### src/rtl/tfd_pkg.sv
package tfd_pkg;

  // Header layout, little-endian, byte 0 first on the wire.
  localparam int unsigned HDR_BYTES = 12;
  localparam int unsigned HDR_W     = HDR_BYTES * 8;
  localparam int unsigned HIDX_W    = 4;

  // Result kinds carried on out_tuser.
  localparam logic [1:0] KIND_HEADER  = 2'd0;
  localparam logic [1:0] KIND_PAYLOAD = 2'd1;
  localparam logic [1:0] KIND_ERROR   = 2'd2;

  // Configuration register indexes.
  localparam logic [2:0] REG_MAGIC   = 3'd0;
  localparam logic [2:0] REG_VERSION = 3'd1;
  localparam logic [2:0] REG_TYPE_LO = 3'd2;
  localparam logic [2:0] REG_TYPE_HI = 3'd3;
  localparam logic [2:0] REG_LIMIT   = 3'd4;

  // Reset values of the configuration registers.
  localparam logic [15:0] RST_MAGIC   = 16'h0000;
  localparam logic [7:0]  RST_VERSION = 8'd1;
  localparam logic [7:0]  RST_TYPE_LO = 8'd1;
  localparam logic [7:0]  RST_TYPE_HI = 8'd255;
  localparam logic [31:0] RST_LIMIT   = 32'd65536;

  // Result word layout on out_tdata, highest field first.
  localparam int unsigned OUT_DATA_W = 80;

  typedef struct packed {
    logic [7:0]  payload_byte;
    logic [31:0] payload_length;
    logic [31:0] stream_id;
    logic [7:0]  frame_type;
  } out_data_t;

endpackage

### src/rtl/tunnel_frame_deframer_top.sv
// Channel  | Direction | tdata                                        | tuser        | tlast
// in_      | input     | [7:0] data_byte                              | -            | -
// out_     | output    | [7:0] frame_type, [39:8] stream_id,          | result_kind  | last_of_frame
//          |           | [71:40] payload_length, [79:72] payload_byte |              |
// cfg_     | input     | write enable, index, 32-bit data             | -            | -
//
// One byte is taken per clock while the output register is not stalled; the header
// check and the payload pass-through both sit between the input and the single
// output register, so a result appears in the cycle after its byte is accepted.
// The output register stalls the input only while it holds an untaken word.
// Reset (rst_n low, synchronous) clears the parser control state, the sticky
// failure and the configuration registers back to their defaults; hdr_r is not reset.
module tunnel_frame_deframer_top
  import tfd_pkg::*;
(
  input  logic                  clk,
  input  logic                  rst_n,
  // Input stream: data_byte.
  input  logic                  in_tvalid,
  output logic                  in_tready,
  input  logic [7:0]            in_tdata,
  // Result stream.
  output logic                  out_tvalid,
  input  logic                  out_tready,
  // frame_type, stream_id, payload_length, payload_byte (lowest first).
  output logic [OUT_DATA_W-1:0] out_tdata,
  // result_kind.
  output logic [1:0]            out_tuser,
  output logic                  out_tlast,
  // Configuration write port.
  input  logic                  cfg_we,
  input  logic [2:0]            cfg_addr,
  input  logic [31:0]           cfg_wdata
);

  // Configuration registers.
  logic [15:0] magic_r;
  logic [7:0]  version_r;
  logic [7:0]  type_lo_r;
  logic [7:0]  type_hi_r;
  logic [31:0] limit_r;

  always_ff @(posedge clk) begin
    if (!rst_n) begin
      magic_r   <= RST_MAGIC;
      version_r <= RST_VERSION;
      type_lo_r <= RST_TYPE_LO;
      type_hi_r <= RST_TYPE_HI;
      limit_r   <= RST_LIMIT;
    end else if (cfg_we) begin
      case (cfg_addr)
        REG_MAGIC:   magic_r   <= cfg_wdata[15:0];
        REG_VERSION: version_r <= cfg_wdata[7:0];
        REG_TYPE_LO: type_lo_r <= cfg_wdata[7:0];
        REG_TYPE_HI: type_hi_r <= cfg_wdata[7:0];
        REG_LIMIT:   limit_r   <= cfg_wdata;
        default: ;
      endcase
    end
  end

  // Parser state.
  logic [HDR_W-1:0]  hdr_r, hdr_nxt;
  logic [HIDX_W-1:0] hidx_r, hidx_nxt;
  logic              in_pay_r, in_pay_nxt;
  logic [31:0]       left_r, left_nxt;
  logic              failed_r, failed_nxt;

  // Output register.
  logic              out_valid_r, out_valid_nxt;
  out_data_t         out_data_r, out_data_nxt;
  logic [1:0]        out_kind_r, out_kind_nxt;
  logic              out_last_r, out_last_nxt;

  logic              in_acc;
  logic              out_acc;
  logic [HDR_W-1:0]  hdr_full;
  logic              hdr_done;
  logic              hdr_bad;
  logic              pay_last;
  logic [31:0]       hdr_len;

  assign in_tready = !out_valid_r || out_tready;
  assign in_acc    = in_tvalid && in_tready;
  assign out_acc   = out_valid_r && out_tready;

  // The header shifts in from the top, so byte 0 ends up in the low bits.
  assign hdr_full = {in_tdata, hdr_r[HDR_W-1:8]};
  assign hdr_done = (hidx_r == HIDX_W'(HDR_BYTES - 1));
  assign hdr_len  = hdr_full[95:64];
  assign hdr_bad  = (hdr_full[15:0] != magic_r) || (hdr_full[23:16] != version_r) ||
                    (hdr_full[31:24] < type_lo_r) || (hdr_full[31:24] > type_hi_r) ||
                    (hdr_len > limit_r);
  assign pay_last = (left_r <= 32'd1);

  // Per-byte parse step and result formation.
  always_comb begin
    hdr_nxt       = hdr_r;
    hidx_nxt      = hidx_r;
    in_pay_nxt    = in_pay_r;
    left_nxt      = left_r;
    failed_nxt    = failed_r;
    out_valid_nxt = out_acc ? 1'b0 : out_valid_r;
    out_data_nxt  = out_data_r;
    out_kind_nxt  = out_kind_r;
    out_last_nxt  = out_last_r;

    if (in_acc && !failed_r) begin
      if (in_pay_r) begin
        // Payload byte passes straight through.
        out_valid_nxt             = 1'b1;
        out_kind_nxt              = KIND_PAYLOAD;
        out_last_nxt              = pay_last;
        out_data_nxt.frame_type     = hdr_r[31:24];
        out_data_nxt.stream_id      = hdr_r[63:32];
        out_data_nxt.payload_length = hdr_r[95:64];
        out_data_nxt.payload_byte   = in_tdata;
        left_nxt                  = pay_last ? 32'd0 : left_r - 32'd1;
        if (pay_last) begin
          in_pay_nxt = 1'b0;
          hidx_nxt   = '0;
        end
      end else begin
        // Header byte: collect, and check once the last one arrives.
        hdr_nxt = hdr_full;
        if (hdr_done) begin
          hidx_nxt                    = '0;
          out_valid_nxt               = 1'b1;
          out_data_nxt.frame_type     = hdr_full[31:24];
          out_data_nxt.stream_id      = hdr_full[63:32];
          out_data_nxt.payload_length = hdr_len;
          out_data_nxt.payload_byte   = 8'd0;
          if (hdr_bad) begin
            failed_nxt   = 1'b1;
            out_kind_nxt = KIND_ERROR;
            out_last_nxt = 1'b0;
          end else begin
            out_kind_nxt = KIND_HEADER;
            out_last_nxt = (hdr_len == 32'd0);
            if (hdr_len != 32'd0) begin
              in_pay_nxt = 1'b1;
              left_nxt   = hdr_len;
            end
          end
        end else begin
          hidx_nxt = hidx_r + HIDX_W'(1);
        end
      end
    end
  end

  // Control state.
  always_ff @(posedge clk) begin
    if (!rst_n) begin
      hidx_r      <= '0;
      in_pay_r    <= 1'b0;
      left_r      <= '0;
      failed_r    <= 1'b0;
      out_valid_r <= 1'b0;
    end else begin
      hidx_r      <= hidx_nxt;
      in_pay_r    <= in_pay_nxt;
      left_r      <= left_nxt;
      failed_r    <= failed_nxt;
      out_valid_r <= out_valid_nxt;
    end
  end

  // Payload registers.
  always_ff @(posedge clk) begin
    hdr_r      <= hdr_nxt;
    out_data_r <= out_data_nxt;
    out_kind_r <= out_kind_nxt;
    out_last_r <= out_last_nxt;
  end

  assign out_tvalid = out_valid_r;
  assign out_tdata  = out_data_r;
  assign out_tuser  = out_kind_r;
  assign out_tlast  = out_last_r;

endmodule

### config.mk
export PLATFORM = sky130hd
export DESIGN_NAME = tunnel_frame_deframer_top
export DESIGN_NICKNAME = d
export VERILOG_FILES = /design/src/rtl/tfd_pkg.sv /design/src/rtl/tunnel_frame_deframer_top.sv
export SDC_FILE = /design/constraint.sdc
export NUM_CORES = 1
export LEC_CHECK = 0
export BUFFER_PORTS_ARGS = -buffer_cell sky130_fd_sc_hd__buf_2
export CAP_MARGIN = 30
export CORE_ASPECT_RATIO = 1.2
export CORE_MARGIN = 5
export CORE_UTILIZATION = 33
export DETAILED_ROUTE_END_ITERATION = 6
export PLACE_DENSITY = 0.63
export SYNTH_ARGS = -nofsm -noshare
export SYNTH_HDL_FRONTEND = slang
export SYNTH_SLANG_ARGS = --single-unit
### constraint.sdc
create_clock -name clk -period 6.1 [get_ports clk]
set_input_delay 1.22 -clock clk [delete_from_list [all_inputs] [get_ports clk]]
set_output_delay 1.22 -clock clk [all_outputs]
set_load 0.1 [all_outputs]
Yosys cells after proc, flatten, opt, wreduce, memory -nomap -nowiden. Index checks and enable logic that the tools add are counted.

Flip-flop bits (word level): 290. Bits in latches: 0. RAM bits: 0. Memory bits (read-only): 0. Input port bits: 48. Memories: 0.

$add $sub $neg: 2. Multipliers: 0. Divide/modulo/power cells: 0. $lt $le $gt $ge: 4. Equal/unequal tests: 9. Shift operators: 0. Multiplexer cells: 24. Bitwise operators: 1. Reductions and logical operators: 25.

Operators by type and width (count): two-way mux 32 bit (5); two-way mux 80 bit (2); > comparator 32 bit (1); less-or-equal comparator 32 x 1 -> 1 bit (second input constant) (1); logical NOT 32 bit (1); nonzero test 32 bit (1); subtractor 32 x 1 -> 32 bit (second input constant) (1); inequality test 16 bit (1); AND reduction 2 bit (8); two-way mux 1 bit (12); two-way mux 4 bit (3); > comparator 8 bit (1); less-than comparator 8 bit (1); inequality test 8 bit (1); AND reduction 4 bit (2); == test 3 x 2 -> 1 bit (second input constant) (2); logical OR 1 bit (5); adder 4 x 1 -> 4 bit (second input constant) (1); == test 4 bit (second input constant) (1); two-way mux 2 bit (2); nonzero test 2 bit (2); == test 3 x 1 -> 1 bit (second input constant) (1); == test 3 bit (second input constant) (1); logical AND 1 bit (3); 5 further kinds (6).

Longest topological paths before layout. Gate-level depths: netlist of the first run.

Depth after elaboration: 8. Depth in mapped cells: 12. Mapped depth without buffers: 10.

Worst setup path after synthesis of the first run. Ideal clock, no wire load.

Kind: input port to flip-flop. Start point: input port out_tready. End point: register hidx_r[1]. Library setup time: 78 ps. Data arrival time: 6442 ps. Data required time: 6022 ps. Setup slack: -420 ps. Stages on the path: 7. Path buffers: 0. Cell sequence: nor2b_1 -> inv_2 -> nand2_1 -> or2_2 -> nor2_1 -> a22oi_1 -> nor2b_1.

Cells in the longest elaborated chain, start to end: 4.

Ends and longest elaborated chain: start: declaration (line tunnel_frame_deframer_top.sv:24) `input logic out_tready,`; logical OR 1 bit (line tunnel_frame_deframer_top.sv:83) `assign in_tready = !out_valid_r || out_tready;`; net in_tready (line tunnel_frame_deframer_top.sv:20) `output logic in_tready,`; logical AND 1 bit (line tunnel_frame_deframer_top.sv:84) `assign in_acc = in_tvalid && in_tready;`; logical AND 1 bit (line tunnel_frame_deframer_top.sv:108) `if (in_acc && !failed_r) begin`; AND reduction 2 bit (no line); end signal: assignment (line tunnel_frame_deframer_top.sv:161) `hidx_r <= hidx_nxt;`; end: declaration (line tunnel_frame_deframer_top.sv:64) `logic [HIDX_W-1:0] hidx_r, hidx_nxt;`.

The timed path passes the listed nets, and every way through them passes these cells. A chain may end at the register's enable or synchronous reset.

Worst setup path after layout of the first run.
Start point: input port in_tdata[2]. End point: register left_r[14].

Cells in the longest elaborated chain, start to end: 4. Elaborated cells between the ends (all ways): 6. Those cells by class: order compare: 1; eq/ne: 1; reduce/logical: 4.

Ends and longest elaborated chain: start: declaration (line tunnel_frame_deframer_top.sv:21) `input logic [7:0] in_tdata,`; > comparator 32 bit (line tunnel_frame_deframer_top.sv:93) `(hdr_len > limit_r);`; logical OR 1 bit (line tunnel_frame_deframer_top.sv:92) `(hdr_full[31:24] < type_lo_r) || (hdr_full[31:24] > type_hi_r) ||`; inequality test 2 bit (no line); AND reduction 4 bit (no line) (*); end signal: assignment (line tunnel_frame_deframer_top.sv:163) `left_r <= left_nxt;`; end: declaration (line tunnel_frame_deframer_top.sv:66) `logic [31:0] left_r, left_nxt;`.

Mark *: on every way between the ends. The rest lies on a longest branch, timed or not.

==> qor.txt, run 1 <==
WL/cell: 18.67 microns
Die Y-Extent: 225.1 microns
Distinct cells, synth: 70
Gpl congestion: 0.8764
Final Setup Violations: 0
Clock Sinks: 282
Post-DP Area: 0.01390 sq mm
RSZ-0062 raised after global routing: no
Sequential element share of the synthesized area: 57.84%
Vias in the first global route: 9,313
Post-CTS setup buffers: 0
Initial Util: 33.50%
DIE WIDTH: 189.2 microns
Crit. End Element: register
DRC: 0
CP max FO: 28
Maxcap violations: 0
Critical Path AT: 4.31 ns
ANT nets after route: 0
Starting DRT DRC Count: 636
Final instance area: 0.01493 sq mm
# rows: 78
Status: finished, final reports clean
Period utilization: 62.66%
Die area: 0.04259 sq mm
Post-layout net count: 1,386
Longest Clk Path Bufs: 3
Class of the worst hold path: reg -> reg
Peak VDD IR: 0.0001517 V
Io pins: 133
Vias: 9,230
Total track usage: 15.41%
TritonCTS buffer count: 30
WS Path Type: in -> reg
Layout area overhead: 17.37%
Actual slew at the worst max-slew pin: 1.026 ns
CTS Root Cell: clkbuf_16
Routed WL: 33,460 microns
Yosys warns: 0
CTS tree: done
Ant. Diodes: 0
H-tree levels: 1
CP Launch Type: primary input
Port bufs: 132
Asr flop ratio synth: 0%
Hpwl dp: 23,410 microns
Relative slew slack: 31.43%
Avg Cell Area, Syn: 10.92 sq um
Number of antenna violations at the first check in global routing: 0
Largest net degree at the start of global routing: 89
Post-Synthesis Cells: 1,165
Post-Syn Area: 0.01272 sq mm
Worst path required time: 6.59 ns
Clk_lat worst skew: 0.56 ns
Fillers: 3,679
Synthesized netlist net count: 1,263
Top_reg_cell synth: edfxtp_1
Share of layout cells above drive strength 1: 20.27%
Worst-path clk slew: 0.06 ns
Post-DR vias/cell: 5.151
Final hold vios: 0
Drt first pass iters: 5
Max frequency: 261.6 MHz
Number of synthesized flops with an enable pin: 171
Pleak: 5.626 nW
Fin. max-slew vios: 0
Synth Register Bits: 282
Finished Layout Cells: 1,792
Tmin final: 3.822 ns
Gr ovfl total: 0
Core area: 0.03796 sq mm
Hold-fix buffers at CTS: 0
CTS resizes: 0
Clock Skews: 0.009459 ns
Global-route wire length before repair: 52,670 microns
Placed insts: 1,736
Pwr per Cell Area: 282.0 mW/mm^2
Setup TNS: 0 ns
-- synthesized netlist by cell type (all sizes together) (7+ instances only) --
cell type	number	area (sq um)
a31oi	8	50.05
nor2	42	157.7
edfxtp	171	5135
o21ai	35	175.2
nor3	10	50.05
nor4	22	183.9
o21a	8	60.06
nand2	261	979.7
nor2b	8	50.05
xnor2	20	175.2
ha	50	625.6
a21oi	30	150.1
dfxtp	111	2222
clkbuf	38	142.6
nand4	18	118.9
a21boi	77	578.1
buf	16	82.58
o211ai	14	105.1
xor2	13	113.9
and2	8	50.05
mux2	43	484.2
o31ai	7	66.31
o211a	7	70.07
inv	58	217.7
nand3	19	95.09
-- report_power, final --
part / internal, W / switching (W)
sequential: 0.00207 / 0.0000487
combinational: 0.0000807 / 0.000119
clock: 0.00113 / 0.000763
-- critical path, cell delays in order --
cell	delay, ns
buf_2	0.13
ha_1	0.32
nand4_1	0.19
nor4_2	0.39
nand3_1	0.15
a22oi_1	0.36
o2111ai_1	0.19
nand2_1	0.79
buf_4	0.31
nand2_1	0.07
a21boi_0	0.17
-- per-layer routing --
layer | wire (microns) | vias to the layer above | share of wire [%] | track usage (%)
met5 | 0 | - | 0 | 0
met4 | 1117 | 0 | 3.3 | 5.509
met3 | 2161 | 66 | 6.5 | 2.773
met2 | 16190 | 304 | 48 | 26.64
met1 | 13990 | 4453 | 42 | 19.42
li1 | - | 4407 | - | -
-- stage by stage --
step	setup WS (ns)	utilization (%)	hold WS (ns)	power, W
after detailed placement	1.733	36.61	0.4567	0.002360
after CTS	2.345	39.32	0.4672	0.004262
final	2.278	39.32	0.4645	0.004209
after global routing	2.008	39.32	0.4891	0.004375
after global placement	1.874	36.53	0.4524	0.002352
after floorplan	0.8958	-	0.4398	0.002265
-- layout by cell type (no fill, tap or decap), types with 20 or more instances in the layout --
cell type / synthesis / layout
nand2_1: 261 / 261
edfxtp_1: 171 / 171
buf_2: 9 / 132
dfxtp_1: 111 / 110
a21boi_0: 76 / 76
inv_1: 56 / 56
ha_1: 50 / 50
mux2_2: 43 / 43
nor2_1: 42 / 41
o21ai_0: 34 / 34
clkbuf_16: 0 / 31
a21oi_1: 30 / 30
xnor2_1: 20 / 20
-- cell type report --
type                       count  area (sq um)  share of cell area [%]
inverter                      58         217.7                   1.458
clock inverter                14         155.1                   1.039
clock buffer                  42         877.1                   5.875
timing repair buffer         145         778.2                   5.213
tap                          480         600.6                   4.023
multi-input combinational    771          4940                   33.09
sequential                   282          7361                   49.30
-- state kept, by name, indices dropped and copies added, names as in the netlist --
signal,cells
in_pay_r,1
type_hi_r,8
hidx_r,4
out_tdata,80
out_tlast,1
left_r,32
version_r,8
out_tuser,2
magic_r,16
hdr_r,88
limit_r,32
out_tvalid,1
type_lo_r,8
failed_r,1
-- cells by family (layout without fill, tap and decap cells) --
logic type      Yosys count  after routing  synth area share [%]
compound gates          223            223                 12.39
mux                      43             43                 3.807
buf+inv                 112            259                 3.482
fa+ha+maj                50             50                 4.918
flops                   282            282                 57.84
xor+xnor                 33             33                 2.272
simple gates            422            422                 15.29
-- final timing paths --
check	start	endpoint	slack, ns	cells after the start
setup / recovery	in_tdata[2]	left_r[14]	2.28	11
hold / removal	type_lo_r[7]	type_lo_r[7]	0.46	2
setup reg to reg	hdr_r[39]	left_r[14]	2.44	10
hold reg to reg	type_lo_r[7]	type_lo_r[7]	0.46	2
No activity file was read; power rests on OpenSTA's default activity.
==> run 2, diff against run 1 <==
ABC_AREA = 1   (was not set)
PLACE_DENSITY = 0.61   (was 0.63)
clock period = 3.75 ns   (was 6.1 ns; I/O delays follow)
==> qor.txt, run 2 <==
Post-DR vias/cell: 4.776 (-7.3%)
Placed insts: 2,016 (+16%)
Sequential element share of the synthesized area: 56.91% (-0.93 points)
Routed WL: 34,350 microns (+2.7%)
Gpl congestion: 0.8660 (-1.2%)
# rows: 79 (+1.3%)
Worst-path clk slew: 0.06 ns (about the same)
Longest Clk Path Bufs: 3 (unchanged)
DRC: 0 (unchanged)
Post-CTS setup buffers: 0 (unchanged)
Number of flip-flops under the largest register name: 88 (unchanged)
TritonCTS buffer count: 30 (unchanged)
Sw power: 0.002032 W (+120%)
Combinational Power Share: 12.5% (+7.8 points)
Most numerous cell in the Yosys netlist: nand2_1
Vias: 9,896 (+7.2%)
CTS resizes: 0 (unchanged)
Part of the power in registers: 47.4% (-2.9 points)
Hpwl dp: 24,820 microns (+6.0%)
Crit path largest cell delay: 0.54 ns (-0.25 ns)
Die area: 0.04325 sq mm (+1.6%)
Hold path start: cfg_wdata[16]
Global-route wire length before repair: 53,790 microns (+2.1%)
Number of antenna violations at the first check in global routing: 0 (unchanged)
Finished Layout Cells: 2,072 (+16%)
Gr ovfl total: 0 (unchanged)
Hold WS: 0.4331 ns (-0.03135 ns)
Initial Util: 33.37% (-0.14 points)
Synth top area cells: edfxtp_1, dfxtp_1, nand2_1
Most Frequent Cell on Critical Path: nand2_1
Yosys warns: 0 (unchanged)
CP Launch Type: register
Clock power share: 40.1% (-4.8 points)
ANT nets after route: 0 (unchanged)
Final total power: 0.007562 W (+80%)
Synth area leader: edfxtp_1
Number of synthesized flops with an enable pin: 171 (unchanged)
Hold Crit Endpoint: limit_r[16]
Final Setup Violations: 0 (unchanged)
Layout area overhead: 17.09%
Worst-case reg-to-reg path depth: 13 (+3)
Synthesized netlist net count: 1,496 (+18%)
Top_reg_cell synth: edfxtp_1
Status: finished, final reports clean
Finished Core Util: 39.07% (-0.26 points)
Avg Cell Area, Syn: 9.248 sq um (-15%)
Post-Synthesis Cells: 1,398 (+20%)
CP cell instances: ha_1, nand2_1, nor2_1, nand4_1, nor2_1, nand2_1, nand2_1, nand2_1, nand2_4, nand2_4, nand2_1, nand2_1, nor2_1
Peak VDD IR: 0.0003637 V (+140%)
CP max FO: 40 (+43%)
Drt first pass iters: 5 (unchanged)
Fillers: 3,918 (+6.5%)
Synth cell count leaders: nand2_1, nor2_1, edfxtp_1
Critical Path AT: 3.30 ns (-1.01 ns)
Multi-input gate area: 0.004715 sq mm (-4.6%)
Total track usage: 15.72% (+0.31 points)
Port bufs: 132 (unchanged)
Most frequent cells in the layout: nand2_1, nor2_1, edfxtp_1
Most common cell after layout, fill and taps aside: nand2_1
Clock Sinks: 282 (unchanged)
Fin. max-slew vios: 0 (unchanged)
Class of the worst hold path: in -> reg
P_int: 0.005530 W (+69%)
DIE WIDTH: 190.7 microns (+0.77%)
End of the worst register-to-register path: left_r[13]
Reg2reg start: hdr_r[79]
Maxcap violations: 0 (unchanged)
Period utilization: 74.79%
Post-layout net count: 1,620 (+17%)
Pwr per Cell Area: 499.5 mW/mm^2 (+77%)
Asr flop ratio synth: 0% (unchanged)
H-tree levels: 1 (unchanged)
Starting DRT DRC Count: 557 (-12%)
Synth Register Bits: 282 (unchanged)
Largest net degree at the start of global routing: 81 (-9.0%)
Io pins: 133 (unchanged)
Vias in the first global route: 9,826 (+5.5%)
Share of layout cells above drive strength 1: 14.29% (-6.0 points)
CTS tree: done
Ant. Diodes: 0 (unchanged)
Worst path required time: 4.25 ns (-2.34 ns)
CTS Root Cell: clkbuf_16
Clk_lat worst skew: 0.56 ns (about the same)
Net Sw Frac: 26.88% (+4.8 points)
Actual slew at the worst max-slew pin: 0.9082 ns (-0.1179 ns)
Clock Skews: 0.01407 ns (+0.004613 ns)
Synth top area share: 39.72% (-0.65 points)
Setup TNS: 0 ns (unchanged)
FF-to-FF setup slack: 0.95 ns (-1.49 ns)
Worst Hold Depth: 3 (+1)
Pleak: 6.518 nW (+16%)
WL/cell: 16.58 microns (-11%)
Crit. End Element: register
Critical-path top delay cell: edfxtp_1
Distinct cells, synth: 43 (-39%)
WS Path Type: reg -> reg
Hold-fix buffers at CTS: 0 (unchanged)
Core area: 0.03875 sq mm (+2.1%)
Die Y-Extent: 226.8 microns (+0.78%)
Final hold vios: 0 (unchanged)
Tmin final: 2.805 ns
Register Area: 0.007358 sq mm (about the same)
Post-Syn Area: 0.01293 sq mm (+1.6%)
Max frequency: 356.5 MHz
Relative slew slack: 39.23% (+7.8 points)
RSZ-0062 raised after global routing: no
Top reg by flops: hdr_r
-- run 2: cell types whose count changed after synthesis, moves of 11 or more --
cell,change
mux2_2,-43
a21oi_1,+66
o211ai_1,-11
inv_1,+103
a21boi_0,-76
nor2_1,+139
xor2_1,+13
nand3_1,+13
nor4_1,-12
nand2_1,-20
o21ai_1,+17
o21ai_0,+115
nand3b_1,+13
-- run 2: cells by family (layout without fill, tap and decap cells) --
| family | after synthesis | in the layout | share of synthesized area, % |
|---|---|---|---|
| buf+inv | 218 | 366 | 6.823 |
| xor+xnor | 37 | 37 | 2.507 |
| compound gates | 284 | 284 | 11.40 |
| fa+ha+maj | 50 | 50 | 4.839 |
| flops | 282 | 282 | 56.91 |
| simple gates | 527 | 527 | 17.53 |
-- run 2: how the worst max path moves through the flow --
stage	start	endpoint	cells after the start
after floorplan	out_tvalid	left_r[20]	12
after global placement	in_tdata[7]	left_r[19]	15
after detailed placement	in_tdata[7]	left_r[15]	14
after CTS	hdr_r[77]	left_r[24]	16
after global routing	hdr_r[77]	left_r[24]	16
final	hdr_r[79]	left_r[13]	13
-- run 2: per-layer routing --
layer | share of wire (%) | GRT usage [%] | up-vias
met2 | 49 | 27.57 | 257
li1 | - | - | 4893
met1 | 42 | 19.28 | 4674
met5 | 0 | 0 | -
met4 | 4.1 | 6.396 | 0
met3 | 4.9 | 2.572 | 72
-- run 2: cell type report --
class,instances,share of cell area [%]
Multi-Input combinational cell,898,31.14
Clock inverter,18,1.281
Inverter,168,4.182
Tap cell,526,4.347
Clock buffer,38,5.364
Sequential cell,282,48.61
Timing Repair Buffer,142,5.075
-- run 2: worst max-delay path: cells and delay by family, from the launching register on --
kind	cells	cell delay [ns]
adders and majority gates	1	0.36
DFF	1	0.54
and+or+nand+nor	12	1.81
-- run 2: power by group through the flow --
stage,combinational (W),sequential (W),clock [W]
after floorplan,0.000517,0.00380,0
after global placement,0.000929,0.00365,0
after detailed placement,0.000949,0.00365,0
after CTS,0.000953,0.00359,0.00312
after global routing,0.00105,0.00360,0.00324
final,0.000945,0.00359,0.00303
-- run 2: through the flow --
step / worst slack (ns) / cell area (sq um)
finish: 0.9452 / 15140
global route: 0.6359 / 15140
CTS: 0.9966 / 15140
detailed placement: 0.7217 / 14130
global placement: 0.8329 / 14100
floorplan: 0.1240 / 12950
==> run 3, diff against run 2 <==
ABC_AREA = 0   (was 1)
clock period = 2.8 ns   (was 3.75 ns; I/O delays follow)
==> qor.txt, run 3 (synthesis gave the netlist of run 1 again) <==
Critical Path AT: 3.22 ns (-0.08 ns)
Final Setup Violations: 0 (unchanged)
ANT nets after route: 0 (unchanged)
Clock Skews: 0.01795 ns (+0.003883 ns)
Total track usage: 16.04% (+0.33 points)
Largest net degree at the start of global routing: 120 (+48%)
Die area: 0.04259 sq mm (-1.5%)
Final instance area: 0.01582 sq mm (+4.5%)
Setup TNS: 0 ns (unchanged)
Number of antenna violations at the first check in global routing: 1 (+1)
Sw power: 0.002041 W (+0.40%)
CP Launch Type: register
Clock power share: 44.8% (+4.7 points)
Actual slew at the worst max-slew pin: 0.7667 ns (-0.1414 ns)
Period utilization: 99.14% (+24 points)
RSZ-0062 raised after global routing: yes
Routed WL: 34,980 microns (+1.8%)
Max frequency: 360.2 MHz (+1.0%)
Layout area overhead: 24.35%
Most frequent cells in the layout: nand2_1, edfxtp_1, buf_2
Longest Clk Path Bufs: 3 (unchanged)
Tmin final: 2.776 ns (-0.02885 ns)
Core area: 0.03796 sq mm (-2.0%)
Drt first pass iters: 6 (+1)
Peak VDD IR: 0.0005471 V (+50%)
Worst path required time: 3.25 ns (-1.00 ns)
Clk_lat worst skew: 0.56 ns (about the same)
Fin. max-slew vios: 0 (unchanged)
Post-DP Area: 0.01455 sq mm (+2.9%)
CP max FO: 5 (-88%)
Global-route wire length before repair: 54,580 microns (+1.5%)
CTS tree: done
TritonCTS buffer count: 30 (unchanged)
Gpl congestion: 0.8546 (-1.3%)
Pleak: 6.083 nW (-6.7%)
WL/cell: 18.63 microns (+12%)
Class of the worst hold path: in -> reg
DIE WIDTH: 189.2 microns (-0.77%)
Share of layout cells above drive strength 1: 26.27% (+12 points)
Sum of buffers and inverters on the critical path: 2 (+2)
Relative slew slack: 48.88% (+9.7 points)
Vias in the first global route: 9,582 (-2.5%)
Hpwl dp: 24,940 microns (+0.47%)
Post-layout net count: 1,471 (-9.2%)
Vias: 9,468 (-4.3%)
Combinational Power Share: 6.1% (-6.4 points)
Initial Util: 33.50% (+0.14 points)
Top reg by flops: hdr_r
Number of flip-flops under the largest register name: 88 (unchanged)
Worst-path clk slew: 0.06 ns (about the same)
Post-DR vias/cell: 5.042 (+5.6%)
Gr ovfl total: 0 (unchanged)
Crit. End Element: register
Maxcap violations: 0 (unchanged)
Crit path max-delay family: simple AND/OR/NAND/NOR gates
Die Y-Extent: 225.1 microns (-0.78%)
Part of the power in registers: 49.2% (+1.8 points)
Port bufs: 132 (unchanged)
Hold-fix buffers at CTS: 0 (unchanged)
# rows: 78 (-1.3%)
Starting DRT DRC Count: 791 (+42%)
Final hold vios: 0 (unchanged)
CTS Root Cell: clkbuf_16
DRC: 0 (unchanged)
Io pins: 133 (unchanged)
Most common cell after layout, fill and taps aside: nand2_1
WS Path Type: reg -> reg
Clock Sinks: 282 (unchanged)
P_int: 0.007275 W (+32%)
CP cell instances: buf_4, ha_1, nand2_1, nor4_2, a21oi_1, nor4b_4, o2111ai_4, and2_4, buf_6, a221o_1, o211a_1
H-tree levels: 1 (unchanged)
Net Sw Frac: 21.91% (-5.0 points)
Status: finished, final reports clean
Crit path largest cell delay: 0.43 ns (-0.11 ns)
Pwr per Cell Area: 589.0 mW/mm^2 (+18%)
Hold WS: 0.2567 ns (-0.1765 ns)
Critical-path top delay cell: edfxtp_1
## run 3: area by class of cell
cell class              instances  area [sq um]
clock inverters                19         259.0
repair buffers                230          1478
flip-flops and latches        282          7365
well taps                     480         600.6
clock buffers                  37         777.0
diodes                          1         2.502
multi-input cells             771          5110
inverters                      58         225.2
fillers                      3611         22150
## run 3: metrics by stage
stage          worst slack [ns]  util, %  power [W]  std cells
2_1_floorplan          -0.07134        -   0.004934       1165
3_3_place_gp            -0.2508    38.32   0.005206       1815
3_5_place_dp            -0.3634    38.32   0.005219       1815
4_1_cts               -0.004452    41.54   0.009419       1877
5_1_grt                 -0.1304    41.66   0.009667       1878
6_report                0.02405    41.66   0.009315       1878
## run 3: per-layer routing
| layer | share of wire [%] | GRT usage, % | vias up |
|---|---|---|---|
| li1 | - | - | 4592 |
| met5 | 0 | 0 | - |
| met2 | 49 | 28.14 | 286 |
| met1 | 43 | 20.57 | 4536 |
| met4 | 2.8 | 5.065 | 0 |
| met3 | 5.3 | 2.278 | 54 |
## run 3: worst paths after layout
path                                     from            to  slack [ns]  depth (start not counted)
worst max-delay path                hdr_r[37]    left_r[22]        0.02                         11
worst min-delay path            cfg_wdata[24]   limit_r[24]        0.26                          3
worst max register to register      hdr_r[37]    left_r[22]        0.02                         11
worst min register to register   type_lo_r[4]  type_lo_r[4]        0.46                          2
## run 3: power groups by stage
stage                     Combinational [W]  Clock, W  Sequential, W
final                              0.000568   0.00417        0.00458
after global routing               0.000629   0.00445        0.00459
after CTS                          0.000568   0.00427        0.00458
after detailed placement           0.000549         0        0.00467
after global placement             0.000540         0        0.00467
after floorplan                    0.000279         0        0.00465
## run 3: worst register-to-register path, cell delays in order (launching register included)
cell	delay (ns)
edfxtp_1	0.43
buf_4	0.16
ha_1	0.30
nand2_1	0.07
nor4_2	0.25
a21oi_1	0.16
nor4b_4	0.41
o2111ai_4	0.18
and2_4	0.21
buf_6	0.14
a221o_1	0.25
o211a_1	0.12
## run 3: repair_timing
| action | CTS | global route |
|---|---|---|
| setup buffers | 6 | 0 |
| pin swaps | 12 | 14 |
| endpoints found under the setup margin | 31 | 34 |
| resized for setup | 23 | 17 |
| gates cloned | 0 | 0 |
